<file path="config.mk">
export PLATFORM = sky130hd
export DESIGN_NAME = byte_run_length_encoder
export DESIGN_NICKNAME = d
export VERILOG_FILES = /design/src/brle_pkg.sv /design/src/brle_front.sv /design/src/brle_seg_fifo.sv /design/src/brle_back.sv /design/src/byte_run_length_encoder.sv
export SDC_FILE = /design/constraint.sdc
export NUM_CORES = 2
export LEC_CHECK = 0
export BUFFER_PORTS_ARGS = -buffer_cell sky130_fd_sc_hd__buf_2
export CAP_MARGIN = 15
export CORE_MARGIN = 2
export CORE_UTILIZATION = 54
export DETAILED_ROUTE_END_ITERATION = 8
export GPL_TIMING_DRIVEN = 0
export PLACE_DENSITY = 0.7
export SYNTH_ARGS = -nofsm -noshare
export SYNTH_HDL_FRONTEND = slang
export SYNTH_SLANG_ARGS = --single-unit
</file>
<file path="constraint.sdc">
create_clock -name clk -period 14.01 [get_ports clk]
set_input_delay 0 -clock clk [delete_from_list [all_inputs] [get_ports clk]]
set_output_delay 0 -clock clk [all_outputs]
set_load 0.02 [all_outputs]
</file>
<file path="src/brle_pkg.sv">
`timescale 1ns / 1ps
// ----------------------------------------------------------------------------
// brle_pkg
// Shared types and constants of the byte run-length encoder: segment
// commands passed from the front to the back, literal buffer write beats
// and literal read completion.
// ----------------------------------------------------------------------------
package brle_pkg;

	localparam int SEG_CNT_W      = 8;
	localparam int BUF_ADDR_W     = 7;
	localparam int SEG_FIFO_DEPTH = 4;
	localparam int SEG_FIFO_PTR_W = $clog2(SEG_FIFO_DEPTH);

	localparam logic [7:0] RUN_FLAG = 8'h80;

	typedef enum logic {
		SEG_LITERAL,
		SEG_RUN
	} seg_kind_t;

	typedef struct packed {
		seg_kind_t              kind;
		logic [SEG_CNT_W-1:0]   count;
		logic [7:0]             run_byte;
		logic                   bank;
		logic                   item_end;
	} seg_cmd_t;

	typedef struct packed {
		logic                   en;
		logic                   bank;
		logic [BUF_ADDR_W-1:0]  addr;
		logic [7:0]             data;
	} buf_wr_t;

	typedef struct packed {
		logic en;
		logic bank;
	} lit_done_t;

endpackage

</file>
<file path="src/brle_front.sv">
`timescale 1ns / 1ps
// ----------------------------------------------------------------------------
// brle_front
// Accepts input bytes, tracks the pending literal or run, writes literal
// bytes into the double-banked buffer and issues segment commands.
// ----------------------------------------------------------------------------
module brle_front
	import brle_pkg::*;
#(
	parameter int MAX_LITERAL = 128
) (
	input  logic       clk,
	input  logic       arst_n,
	input  logic       in_valid,
	output logic       in_ready,
	input  logic [7:0] value,
	input  logic       is_last,
	output logic       seg_valid,
	input  logic       seg_ready,
	output seg_cmd_t   seg_cmd,
	output buf_wr_t    buf_wr,
	input  lit_done_t  lit_done
);

	localparam int CW = $clog2(MAX_LITERAL + 2);
	localparam int IW = $clog2(MAX_LITERAL);
	localparam logic [CW-1:0] LIT_MAX = CW'(MAX_LITERAL);
	localparam logic [CW-1:0] RUN_MAX = CW'(MAX_LITERAL + 1);

	logic [CW-1:0] fill_q, rep_q;
	logic          in_run_q;
	logic [7:0]    prev_q;
	logic          bank_q;
	logic [1:0]    busy_q;
	logic          pend_valid_q;
	seg_cmd_t      pend_q;

	logic [CW-1:0] n_fill, n_rep, rep_inc, fill_inc;
	logic          n_run;
	logic [1:0]    busy_n;
	logic          seg_a_v, seg_b_v, lit_issue;
	seg_cmd_t      seg_a, seg_b, first_cmd;
	logic          accept, eq;

	assign in_ready = !pend_valid_q && !busy_q[bank_q] && seg_ready;
	assign accept   = in_valid && in_ready;
	assign eq       = (value == prev_q);
	assign rep_inc  = rep_q + CW'(1);
	assign fill_inc = fill_q + CW'(1);

	always_comb begin
		n_fill      = fill_q;
		n_rep       = rep_q;
		n_run       = in_run_q;
		seg_a_v     = 1'b0;
		seg_b_v     = 1'b0;
		lit_issue   = 1'b0;
		seg_a       = '0;
		seg_b       = '0;
		buf_wr      = '0;
		buf_wr.bank = bank_q;
		buf_wr.data = value;
		priority if (fill_q == '0) begin
			buf_wr.en = 1'b1;
			n_fill    = CW'(1);
			n_rep     = CW'(1);
			n_run     = 1'b0;
			if (is_last) begin
				seg_b_v    = 1'b1;
				seg_b.kind = SEG_LITERAL;
				seg_b.count = SEG_CNT_W'(1);
				lit_issue  = 1'b1;
			end
		end else if (in_run_q) begin
			if (eq) begin
				n_rep = rep_inc;
				if (rep_inc == RUN_MAX || is_last) begin
					seg_b_v        = 1'b1;
					seg_b.kind     = SEG_RUN;
					seg_b.count    = SEG_CNT_W'(rep_inc);
					seg_b.run_byte = prev_q;
				end
			end else begin
				seg_a_v        = 1'b1;
				seg_a.kind     = SEG_RUN;
				seg_a.count    = SEG_CNT_W'(rep_q);
				seg_a.run_byte = prev_q;
				buf_wr.en      = 1'b1;
				n_fill         = CW'(1);
				n_rep          = CW'(1);
				n_run          = 1'b0;
				if (is_last) begin
					seg_b_v     = 1'b1;
					seg_b.kind  = SEG_LITERAL;
					seg_b.count = SEG_CNT_W'(1);
					lit_issue   = 1'b1;
				end
			end
		end else begin
			if (eq) begin
				if (fill_q > CW'(1)) begin
					seg_a_v     = 1'b1;
					seg_a.kind  = SEG_LITERAL;
					seg_a.count = SEG_CNT_W'(fill_q - CW'(1));
					lit_issue   = 1'b1;
				end
				n_run  = 1'b1;
				n_rep  = CW'(2);
				n_fill = CW'(1);
				if (is_last) begin
					seg_b_v        = 1'b1;
					seg_b.kind     = SEG_RUN;
					seg_b.count    = SEG_CNT_W'(2);
					seg_b.run_byte = value;
				end
			end else begin
				buf_wr.en   = 1'b1;
				buf_wr.addr = BUF_ADDR_W'(fill_q[IW-1:0]);
				n_fill      = fill_inc;
				n_rep       = CW'(1);
				if (fill_inc == LIT_MAX || is_last) begin
					seg_b_v     = 1'b1;
					seg_b.kind  = SEG_LITERAL;
					seg_b.count = SEG_CNT_W'(fill_inc);
					lit_issue   = 1'b1;
				end
			end
		end
		seg_a.bank     = bank_q;
		seg_b.bank     = bank_q;
		seg_a.item_end = !seg_b_v;
		seg_b.item_end = 1'b1;
		if (seg_b_v) begin
			n_fill = '0;
			n_rep  = '0;
			n_run  = 1'b0;
		end
		buf_wr.en = buf_wr.en && accept;
	end

	always_comb begin
		busy_n = busy_q;
		if (lit_done.en) begin
			busy_n[lit_done.bank] = 1'b0;
		end
		if (accept && lit_issue) begin
			busy_n[bank_q] = 1'b1;
		end
	end

	assign first_cmd = seg_a_v ? seg_a : seg_b;
	assign seg_valid = pend_valid_q || (accept && (seg_a_v || seg_b_v));
	assign seg_cmd   = pend_valid_q ? pend_q : first_cmd;

	always_ff @(posedge clk or negedge arst_n) begin
		if (!arst_n) begin
			fill_q       <= '0;
			rep_q        <= '0;
			in_run_q     <= 1'b0;
			prev_q       <= '0;
			bank_q       <= 1'b0;
			busy_q       <= '0;
			pend_valid_q <= 1'b0;
		end else begin
			busy_q <= busy_n;
			if (pend_valid_q && seg_ready) begin
				pend_valid_q <= 1'b0;
			end
			if (accept) begin
				fill_q   <= n_fill;
				rep_q    <= n_rep;
				in_run_q <= n_run;
				prev_q   <= value;
				bank_q   <= bank_q ^ lit_issue;
				if (seg_a_v && seg_b_v) begin
					pend_valid_q <= 1'b1;
				end
			end
		end
	end

	always_ff @(posedge clk) begin
		if (accept && seg_a_v && seg_b_v) begin
			pend_q <= seg_b;
		end
	end

endmodule

</file>
<file path="src/brle_seg_fifo.sv">
`timescale 1ns / 1ps
// ----------------------------------------------------------------------------
// brle_seg_fifo
// Short queue of segment commands between the front and the back.
// ----------------------------------------------------------------------------
module brle_seg_fifo
	import brle_pkg::*;
(
	input  logic     clk,
	input  logic     arst_n,
	input  logic     push_valid,
	output logic     push_ready,
	input  seg_cmd_t push_cmd,
	output logic     pop_valid,
	input  logic     pop_ready,
	output seg_cmd_t pop_cmd
);

	seg_cmd_t                  slot_q [SEG_FIFO_DEPTH];
	logic [SEG_FIFO_PTR_W-1:0] wr_ptr_q, rd_ptr_q;
	logic [SEG_FIFO_PTR_W:0]   count_q;
	logic                      push, pop;

	assign push_ready = (count_q != (SEG_FIFO_PTR_W + 1)'(SEG_FIFO_DEPTH));
	assign pop_valid  = (count_q != '0);
	assign pop_cmd    = slot_q[rd_ptr_q];
	assign push       = push_valid && push_ready;
	assign pop        = pop_valid && pop_ready;

	always_ff @(posedge clk or negedge arst_n) begin
		if (!arst_n) begin
			wr_ptr_q <= '0;
			rd_ptr_q <= '0;
			count_q  <= '0;
		end else begin
			if (push) begin
				wr_ptr_q <= wr_ptr_q + SEG_FIFO_PTR_W'(1);
			end
			if (pop) begin
				rd_ptr_q <= rd_ptr_q + SEG_FIFO_PTR_W'(1);
			end
			unique case ({push, pop})
				2'b10:   count_q <= count_q + (SEG_FIFO_PTR_W + 1)'(1);
				2'b01:   count_q <= count_q - (SEG_FIFO_PTR_W + 1)'(1);
				default: count_q <= count_q;
			endcase
		end
	end

	always_ff @(posedge clk) begin
		if (push) begin
			slot_q[wr_ptr_q] <= push_cmd;
		end
	end

endmodule

</file>
<file path="src/brle_back.sv">
`timescale 1ns / 1ps
// ----------------------------------------------------------------------------
// brle_back
// Holds the literal buffer, expands segment commands into a byte stream
// one byte a cycle unless stalled, packing the bytes into output words.
// ----------------------------------------------------------------------------
module brle_back
	import brle_pkg::*;
#(
	parameter int MAX_LITERAL = 128,
	parameter int WORD_BYTES  = 8
) (
	input  logic        clk,
	input  logic        arst_n,
	input  logic        seg_valid,
	output logic        seg_ready,
	input  seg_cmd_t    seg_cmd,
	input  buf_wr_t     buf_wr,
	output lit_done_t   lit_done,
	output logic        out_valid,
	input  logic        out_ready,
	output logic [63:0] packed_bytes,
	output logic [3:0]  byte_count,
	output logic        last_of_item
);

	localparam int CW = $clog2(MAX_LITERAL + 2);
	localparam int IW = $clog2(MAX_LITERAL);
	localparam int LW = (WORD_BYTES > 1) ? $clog2(WORD_BYTES) : 1;

	logic [7:0] lit_mem [2][MAX_LITERAL];

	logic          gen_active_q;
	seg_cmd_t      gen_cmd_q;
	logic [CW-1:0] gen_idx_q;

	logic       byte_valid_s2, from_mem_s2, item_end_s2;
	logic [7:0] const_byte_s2, rd_data_s2;

	logic [WORD_BYTES-1:0][7:0] acc_q, merged;
	logic [LW-1:0]              acc_cnt_q;
	logic                       ov_q, out_last_q;
	logic [WORD_BYTES*8-1:0]    out_word_q;
	logic [3:0]                 out_cnt_q;

	logic          advance, emit, gen_last, rd_en, load;
	logic [CW-1:0] last_idx;
	logic [7:0]    header, gen_byte, byte_in;
	logic [IW-1:0] rd_addr;
	logic          complete, pack_take;

	assign advance  = !byte_valid_s2 || pack_take;
	assign emit     = gen_active_q && advance;
	assign last_idx = (gen_cmd_q.kind == SEG_RUN) ? CW'(1) : gen_cmd_q.count[CW-1:0];
	assign gen_last = (gen_idx_q == last_idx);
	assign load     = !gen_active_q || (emit && gen_last);
	assign seg_ready = load;
	assign rd_addr  = IW'(gen_idx_q - CW'(1));

	always_comb begin
		if (gen_cmd_q.kind == SEG_RUN) begin
			header = RUN_FLAG | {1'b0, 7'(gen_cmd_q.count - SEG_CNT_W'(2))};
		end else begin
			header = 8'(gen_cmd_q.count - SEG_CNT_W'(1));
		end
		gen_byte = (gen_idx_q == '0) ? header : gen_cmd_q.run_byte;
		rd_en    = emit && (gen_idx_q != '0) && (gen_cmd_q.kind == SEG_LITERAL);
	end

	assign lit_done.en   = emit && gen_last && (gen_cmd_q.kind == SEG_LITERAL);
	assign lit_done.bank = gen_cmd_q.bank;

	always_ff @(posedge clk) begin
		if (buf_wr.en) begin
			lit_mem[buf_wr.bank][buf_wr.addr[IW-1:0]] <= buf_wr.data;
		end
	end

	always_ff @(posedge clk) begin
		if (rd_en) begin
			rd_data_s2 <= lit_mem[gen_cmd_q.bank][rd_addr];
		end
	end

	always_ff @(posedge clk or negedge arst_n) begin
		if (!arst_n) begin
			gen_active_q  <= 1'b0;
			gen_idx_q     <= '0;
			byte_valid_s2 <= 1'b0;
		end else begin
			if (advance) begin
				byte_valid_s2 <= gen_active_q;
			end
			if (load) begin
				gen_active_q <= seg_valid;
				gen_idx_q    <= '0;
			end else if (emit) begin
				gen_idx_q <= gen_idx_q + CW'(1);
			end
		end
	end

	always_ff @(posedge clk) begin
		if (load && seg_valid) begin
			gen_cmd_q <= seg_cmd;
		end
		if (emit) begin
			from_mem_s2   <= rd_en;
			const_byte_s2 <= gen_byte;
			item_end_s2   <= gen_last && gen_cmd_q.item_end;
		end
	end

	assign byte_in   = from_mem_s2 ? rd_data_s2 : const_byte_s2;
	assign complete  = (acc_cnt_q == LW'(WORD_BYTES - 1)) || item_end_s2;
	assign pack_take = byte_valid_s2 && (!complete || !ov_q || out_ready);

	always_comb begin
		for (int i = 0; i < WORD_BYTES; i++) begin
			merged[i] = (LW'(i) == acc_cnt_q) ? byte_in : acc_q[i];
		end
	end

	always_ff @(posedge clk or negedge arst_n) begin
		if (!arst_n) begin
			acc_q     <= '0;
			acc_cnt_q <= '0;
			ov_q      <= 1'b0;
		end else begin
			if (pack_take && complete) begin
				acc_q     <= '0;
				acc_cnt_q <= '0;
				ov_q      <= 1'b1;
			end else begin
				if (pack_take) begin
					acc_q     <= merged;
					acc_cnt_q <= acc_cnt_q + LW'(1);
				end
				if (ov_q && out_ready) begin
					ov_q <= 1'b0;
				end
			end
		end
	end

	always_ff @(posedge clk) begin
		if (pack_take && complete) begin
			out_word_q <= merged;
			out_cnt_q  <= 4'(acc_cnt_q) + 4'd1;
			out_last_q <= item_end_s2;
		end
	end

	assign out_valid    = ov_q;
	assign packed_bytes = 64'(out_word_q);
	assign byte_count   = out_cnt_q;
	assign last_of_item = out_last_q;

endmodule

</file>
<file path="src/byte_run_length_encoder.sv">
`timescale 1ns / 1ps
// ----------------------------------------------------------------------------
// byte_run_length_encoder
// Run-length encoder for a byte stream: run and literal segments packed
// into output words of up to WORD_BYTES bytes.
// ----------------------------------------------------------------------------
// The front takes one byte a cycle unless stalled. An item that completes
// two segments at once (a run or literal closed by the final byte of the
// stream) holds the input while its second segment enters the queue.
// Literal bytes live in a two-bank buffer; the back reads it one byte a
// cycle through a registered read port and emits one encoded byte a cycle
// unless the output stalls it. The input stalls while the bank in use still
// holds a literal waiting to be read, or while the segment queue is full.
// A completed segment passes the queue and the command, byte and output
// registers before out_valid rises.
// ----------------------------------------------------------------------------
module byte_run_length_encoder
	import brle_pkg::*;
#(
	parameter int MAX_LITERAL = 128,
	parameter int WORD_BYTES  = 8
) (
	input  logic        clk,
	input  logic        arst_n,
	input  logic        in_valid,
	output logic        in_ready,
	input  logic [7:0]  value,
	input  logic        is_last,
	output logic        out_valid,
	input  logic        out_ready,
	output logic [63:0] packed_bytes,
	output logic [3:0]  byte_count,
	output logic        last_of_item
);

	logic      push_valid, push_ready, pop_valid, pop_ready;
	seg_cmd_t  push_cmd, pop_cmd;
	buf_wr_t   buf_wr;
	lit_done_t lit_done;

	brle_front #(
		.MAX_LITERAL(MAX_LITERAL)
	) u_front (
		.clk      (clk),
		.arst_n   (arst_n),
		.in_valid (in_valid),
		.in_ready (in_ready),
		.value    (value),
		.is_last  (is_last),
		.seg_valid(push_valid),
		.seg_ready(push_ready),
		.seg_cmd  (push_cmd),
		.buf_wr   (buf_wr),
		.lit_done (lit_done)
	);

	brle_seg_fifo u_fifo (
		.clk       (clk),
		.arst_n    (arst_n),
		.push_valid(push_valid),
		.push_ready(push_ready),
		.push_cmd  (push_cmd),
		.pop_valid (pop_valid),
		.pop_ready (pop_ready),
		.pop_cmd   (pop_cmd)
	);

	brle_back #(
		.MAX_LITERAL(MAX_LITERAL),
		.WORD_BYTES (WORD_BYTES)
	) u_back (
		.clk         (clk),
		.arst_n      (arst_n),
		.seg_valid   (pop_valid),
		.seg_ready   (pop_ready),
		.seg_cmd     (pop_cmd),
		.buf_wr      (buf_wr),
		.lit_done    (lit_done),
		.out_valid   (out_valid),
		.out_ready   (out_ready),
		.packed_bytes(packed_bytes),
		.byte_count  (byte_count),
		.last_of_item(last_of_item)
	);

	a_bank_exclusive: assert property (@(posedge clk) disable iff (!arst_n)
		(buf_wr.en && lit_done.en) |-> (buf_wr.bank != lit_done.bank))
		else $error("literal buffer written in a bank still being read");

	a_short_word_ends_item: assert property (@(posedge clk) disable iff (!arst_n)
		(out_valid && (byte_count != 4'(WORD_BYTES))) |-> last_of_item)
		else $error("partial output word without end of item");

	a_count_range: assert property (@(posedge clk) disable iff (!arst_n)
		out_valid |-> ((byte_count != 4'd0) && (byte_count <= 4'(WORD_BYTES))))
		else $error("output byte count out of range");

endmodule
</file>
[After elaboration in Yosys (flattened, before gate mapping)]
Memories as Yosys holds them, arrays and structs flattened. A register that Yosys moved wholly into a read port is not among the register bits.
Index checks and enable logic that the tools add are counted.
Storage, ports and cells
  register bits after elaboration: 219
  memory bits (writable): 2124
  bits of input ports: 13
  output and inout port bits: 71
  word-level logic and storage cells: 223
  memories: 2
Cells by class
  add/subtract/negate cells: 13
  magnitude comparators: 8
  equal/unequal tests: 16
  mux-type cells: 93
  bitwise operators: 7
  reductions and logical operators: 50
Memory list
  u_back.lit_mem: depth 2, bits a word 1024, read ports 1, clocked after memory_dff 0, wr ports 1, RTL line brle_back.sv:31  | logic [7:0] lit_mem [2][MAX_LITERAL];
  u_fifo.slot_q: depth 4, bits a word 19, read ports 1, clocked after memory_dff 1, wr ports 1, RTL line brle_seg_fifo.sv:19  | seg_cmd_t slot_q [SEG_FIFO_DEPTH];
Operators with widths (count)
  1024-bit two-way mux: 1
  8-bit two-way mux: 32
  64-bit two-way mux: 2
  17-bit two-way mux: 5
  8-bit binary-select mux with 7-bit select: 1
  8-bit demux with 7-bit select: 1
  9-bit two-way mux: 5
  19-bit two-way mux: 2
  1-bit two-way mux: 33
  8-bit by 1-bit adder with 8-bit output (second input constant): 3
  1-bit logical AND: 24
  7-bit two-way mux: 3
  8-bit == test: 2
  8-bit == test (second input constant): 2
  8-bit >= comparator (second input constant): 2
  8-bit zero test: 2
  7-bit NOT with 8-bit output: 2
  8-bit by 1-bit subtractor with 8-bit output (second input constant): 2
  3-bit == test (first input constant): 4
  1-bit logical OR: 9
  8-bit by 1-bit > comparator with 1-bit output (second input constant): 1
  8-bit by 1-bit < comparator with 1-bit output (second input constant): 1
  2-bit nonzero test: 4
  8-bit nonzero test: 1
  28 further kinds: 43

[Logic depth before layout (Yosys ltp)]
  depth in word-level cells: 13
  gate-level depth with buffers: 15
  gate-level depth less buffers: 14

[Hierarchy]
Synthesis repeated with hierarchy kept, for this count alone.
Unflattened totals
  cells, all modules: 4937
  area, all modules: 94127.8 um2
Modules (own cells, without submodules)
  brle_back: instances 1, cells an instance 4383, area an instance 87281.2 um2, seq. area each 66653.9 um2
  brle_front: instances 1, cells an instance 418, area an instance 3686.0 um2, seq. area each 1266.2 um2
  brle_seg_fifo: instances 1, cells an instance 136, area an instance 3160.5 um2, seq. area each 2457.4 um2

[Worst setup path after synthesis]
Ideal clock, no wire load.
  path type: register to register
  from: reg u_back.acc_cnt_q[0]
  to: reg u_back.out_cnt_q[0] (netlist: u_back.byte_count[0]), enable pin
  arrival time: 4705 ps
  required time: 13513 ps
  path slack: 8808 ps
  stages on the path, launching flop included: 9
  buffers on the path: 3
  cell sequence: dfrtp_1 -> ha_1 -> ha_1 -> clkbuf_1 -> nor2_1 -> o21ai_1 -> clkbuf_1 -> buf_1 -> nor2_1
On the way
  cells in the longest elaborated chain, start to end: 7
Ends and longest elaborated chain
  start: declaration: RTL line brle_back.sv:41  | logic [LW-1:0] acc_cnt_q;
  start signal: assignment: RTL line brle_back.sv:137  | acc_cnt_q <= acc_cnt_q + LW'(1);
  3-bit == test (*): RTL line brle_back.sv:115  | assign complete = (acc_cnt_q == LW'(WORD_BYTES - 1)) || item_end_s2;
  1-bit logical OR (*): RTL line brle_back.sv:115
  1-bit zero test: RTL line brle_back.sv:116  | assign pack_take = byte_valid_s2 && (!complete || !ov_q || out_ready);
  1-bit logical OR (2 in a row): RTL line brle_back.sv:116
  1-bit logical AND: RTL line brle_back.sv:116
  1-bit logical AND (*): RTL line brle_back.sv:147  | if (pack_take && complete) begin
  end signal: assignment: RTL line brle_back.sv:149  | out_cnt_q <= 4'(acc_cnt_q) + 4'd1;
  end: declaration: RTL line brle_back.sv:44  | logic [3:0] out_cnt_q;
Every way passes the cells marked *; elsewhere a longest branch is shown, timed or not.
A chain may end at the register's enable or synchronous reset.

[Worst setup path after layout]
  from: reg u_back.gen_idx_q[0]
  to: reg u_back.rd_data_s2[7] (data pin)
On the way
  cells in the longest elaborated chain, start to end: 5
Ends and longest elaborated chain
  start: declaration: RTL line brle_back.sv:35  | logic [CW-1:0] gen_idx_q;
  start signal: assignment: RTL line brle_back.sv:98  | gen_idx_q <= gen_idx_q + CW'(1);
  7-bit by 1-bit subtractor with 7-bit output: RTL line brle_back.sv:58  | assign rd_addr = IW'(gen_idx_q - CW'(1));
  7-bit NOT with 8-bit output (not written as such): RTL line brle_back.sv:81  | rd_data_s2 <= lit_mem[gen_cmd_q.bank][rd_addr];
  8-bit binary-select mux with 7-bit select: RTL line brle_back.sv:81
  8-bit two-way mux (not written as such) (2 in a row): RTL line brle_back.sv:81
  end signal: assignment: RTL line brle_back.sv:81
  end: declaration: RTL line brle_back.sv:38  | logic [7:0] const_byte_s2, rd_data_s2;
Every way passes these cells. The select of a mux whose other input is x is not followed.

==> out/metrics.csv <==
stage;metric;value;unit
run_status;status;finished, final reports clean;
worst_setup_path;Critical Path RT;14.50;ns
timing;Final Hold Viols;0;
placement;PortBufs;83;
worst_setup_path;Worst EP arrival;7.09;ns
clock_network;# resized after CTS;0;
worst_setup_path;Worst path slowest cell;nor4_1;
timing;Rel. slew slack;4.344;%
placement;GP Congestion;0.9769;
yosys;ys async rst share;4.826;%
yosys;top_reg_cell synth;edfxtp_1;
min_path;Cells on Worst Hold Path;5;
floorplanning;die height;419.6;um
floorplanning;number of core rows;152;
floorplanning;die footprint;176100;um^2
worst_setup_path;critical path's largest stage delay;1.04;ns
global_routing;Overflow after GRT;0;
yosys;EDFF count, synth;2248;
floorplanning;die width;419.6;um
clock_network;clock slew seen by the registers of the worst setup and hold paths;0.06;ns
power_and_ir_drop;Worst VDD drop;0.1670;mV
worst_setup_path;Worst path most repeated cell;clkbuf_1;
worst_setup_path;worst reg2reg startpoint;u_back.gen_idx_q[0];
clock_network;Clock Latency Late Sink;0.91;ns
worst_setup_path;CP Capture Type;flop;
yosys;top cell type's share of synthesized area;72.36;%
timing;RSZ-0062 raised after global routing;false;
route;total wire length;276400;um
worst_setup_path;WS Path Type;flop to flop;
worst_setup_path;worst r2r path cells;13;
yosys;Seq/Total Area, Yosys;75.42;%
route;DR pass1 iterations;6;
clock_network;# clock sinks;2362;
layout;layout cells sized above 1;24.07;%
global_routing;vias in the first global route;48670;
global_routing;largest net degree at the start of global routing;164;
route;wire per inst;36.89;um
worst_setup_path;crit path launch type;flop;
timing;max-slew violations;0;
yosys;area leader, netlist;edfxtp_1;
layout;Final nets;5019;
yosys;Ys Warns;0;
global_routing;first-pass GRT wire length;381700;um
clock_network;TritonCTS clock tree;built;
yosys;syn_nets;4634;
timing;Worst-Margin Slew;1.424;ns
route;# DRC;0;
timing;setup TNS;0;ns
floorplanning;Core Region;171500;um^2
power_and_ir_drop;pwr/cell area;188.7;nW/um^2
clock_network;CTS Buf Count;225;
worst_setup_path;r2r endpoint;u_back.rd_data_s2[7];
min_path;hold path start;out_ready;
clock_network;H-tree depth;4;
yosys;dominant cells by area after synthesis;edfxtp_1 (72%), mux4_2 (15%), dfrtp_1 (3.1%);
floorplanning;initial core utilization;54.38;%
timing;f_max;0.1516;GHz
worst_setup_path;CP delay by family, top;buffers and inverters;
placement;Placed Area;97700;um^2
layout;final instance area;105300;um^2
route;via count;50860;
route;Final ANT Viol Nets;0;
flow_run;Max Cap Viol;0;
timing;Worst Clk Skew;0.07337;ns
global_routing;Total GRT Usage;31.77;%
worst_setup_path;crit path max fanout;10;
min_path;Worst Hold End;u_back.byte_valid_s2;
min_path;worst hold path type;input port to flop;
timing;min Tclk post-route;6.597;ns
timing;Final setup viols;0;
global_routing;initial antenna violation count;13;
worst_setup_path;crit-path cells;buf_2, clkbuf_1, inv_1, ha_1, clkbuf_1, clkbuf_1, clkbuf_2, clkbuf_1, buf_8, nand2_1, nand3_1, nand3_1, nor4_1;
power_and_ir_drop;Leakage;33.61;nW
worst_setup_path;CP Buf/Inv Count;8;
timing;fin crit share;47.09;%
placement;DP HPWL;184100;um
yosys;Distinct cells, synth;71;
yosys;Avg Inst Size Synth;20.29;um^2
yosys;synthesized area;93290;um^2
clock_network;CTS Buffer Depth;3;
route;DRT iter0 DRCs;8665;
route;via density per instance;6.789;
clock_network;Root Driver;clkbuf_16;
worst_setup_path;R2R setup slack;7.41;ns
yosys;Synth Register Bits;2362;
floorplanning;I/O Pins;84;
yosys;Mapped Cells;4597;
layout;P&R area growth vs syn;12.83;%
==> registers in the layout, summed over array words and instances (netlist names), 2 cells and up <==
register,cells
u_back.lit_mem,2048
u_fifo.slot_q,76
u_back.acc_q,64
u_back.packed_bytes,64
u_back.gen_cmd_q,18
u_front.pend_q,18
u_back.const_byte_s2,8
u_back.gen_idx_q,8
u_back.rd_data_s2,8
u_front.fill_q,8
u_front.prev_q,8
u_front.rep_q,8
u_back.byte_count,4
u_back.acc_cnt_q,3
u_fifo.count_q,3
u_fifo.rd_ptr_q,2
u_fifo.wr_ptr_q,2
u_front.busy_q,2
==> worst register-to-register path, stage by stage, from the launching register on <==
cell and delay [ns]:
dfrtp_1 0.36, buf_2 0.16, clkbuf_1 0.40, inv_1 0.18
ha_1 0.31, clkbuf_1 0.49, clkbuf_1 0.85, clkbuf_2 0.88
clkbuf_1 0.68, buf_8 0.25, nand2_1 0.09, nand3_1 0.25
nand3_1 0.30, nor4_1 1.04
==> synth_stat cells (35+ instances only) <==
cell type / n
buf_2: 79
mux4_2: 628
a21oi_1: 35
a32o_1: 74
nor2_1: 313
mux2i_1: 49
inv_1: 41
edfxtp_1: 2248
nand2_1: 280
nand4_1: 41
o21ai_0: 95
nand3_1: 39
dfrtp_1: 114
clkbuf_1: 150
==> area by class of cell <==
cell class              count  area (um^2)
plain buffers             282         1295
flip-flops and latches   2362        70360
multi-input cells        1911        21580
clock buffers             288         5937
well taps                2310         2890
clock inverters           134         1350
diodes                      5        12.51
repair buffers            158         1673
fillers                 11970        66290
inverters                  42        157.7
==> worst max-delay path by stage <==
stage	from	endpoint	slack, ns	cells past startpoint
2_1_floorplan	u_back.acc_cnt_q[0]	u_back.byte_count[0]	8.81	8
3_3_place_gp	value[7]	u_back.lit_mem[0][539]	5.24	10
3_5_place_dp	u_back.gen_idx_q[0]	u_back.rd_data_s2[7]	7.84	13
4_1_cts	u_back.gen_idx_q[0]	u_back.rd_data_s2[7]	7.81	13
5_1_grt	u_back.gen_idx_q[0]	u_back.rd_data_s2[7]	7.72	13
6_report	u_back.gen_idx_q[0]	u_back.rd_data_s2[7]	7.41	13
==> where the power goes <==
group	switching, W	internal [W]	total, W
registers	0.000130	0.00804	0.00817
clock network	0.00268	0.00336	0.00604
logic	0.00380	0.00186	0.00565
==> routing by layer <==
metal	wire (um)	vias up	track usage, %	part of all wire (%)
li1	-	19730	-	-
met1	101500	26840	44.51	37
met2	126700	3662	47.83	46
met3	33860	623	7.899	12
met4	14260	8	14.28	5.2
met5	52	-	0	0.019
==> placed cells by master (no fill, tap or decap), types with 35 or more instances in the layout <==
| cell type | Yosys | final |
|---|---|---|
| inv_1 | 41 | 41 |
| nand3_1 | 39 | 39 |
| dfrtp_1 | 114 | 114 |
| clkbuf_1 | 150 | 186 |
| o21ai_0 | 95 | 95 |
| a21oi_1 | 35 | 35 |
| nor2_1 | 313 | 311 |
| edfxtp_1 | 2248 | 2248 |
| clkinv_1 | 1 | 51 |
| mux4_2 | 628 | 628 |
| nand4_1 | 41 | 41 |
| nand2_1 | 280 | 280 |
| mux2i_1 | 49 | 49 |
| buf_2 | 79 | 157 |
| clkinv_2 | 0 | 39 |
| clkbuf_16 | 0 | 225 |
| a32o_1 | 74 | 74 |
==> kinds of logic (layout without fill, tap and decap cells) <==
logic type               count (synthesis)  in the layout  synth area share, %
flip-flops                            2362           2362                75.42
AND/OR/NAND/NOR                        805            805                3.771
multiplexers                           680            680                15.72
AO/OA/AOI/OAI                          347            347                2.711
buffers and inverters                  324            904                1.530
XOR/XNOR                                55             55               0.5164
adder cells (fa/ha/maj)                 24             24               0.3299
other                                    0              5                    0
==> metrics by stage <==
step | util, % | hold slack [ns] | instances | setup WS, ns | total power [W]
after floorplan | - | -0.2956 | 4597 | 8.808 | 0.01111
after global placement | 56.31 | 0.3585 | 6990 | 5.242 | 0.01358
after detailed placement | 56.95 | -0.05328 | 7042 | 7.841 | 0.01376
after CTS | 61.29 | 0.08248 | 7479 | 7.809 | 0.01969
after global routing | 61.35 | 0.1674 | 7487 | 7.723 | 0.02019
final | 61.36 | 0.1422 | 7492 | 7.413 | 0.01986
==> what timing repair did <==
item,in CTS,in global routing
endpoints found under the hold margin,1263,0
buffers inserted,0,0
hold buffers,15,0
setup endpoints to repair,0,0
No activity file was read; power rests on OpenSTA's default activity.
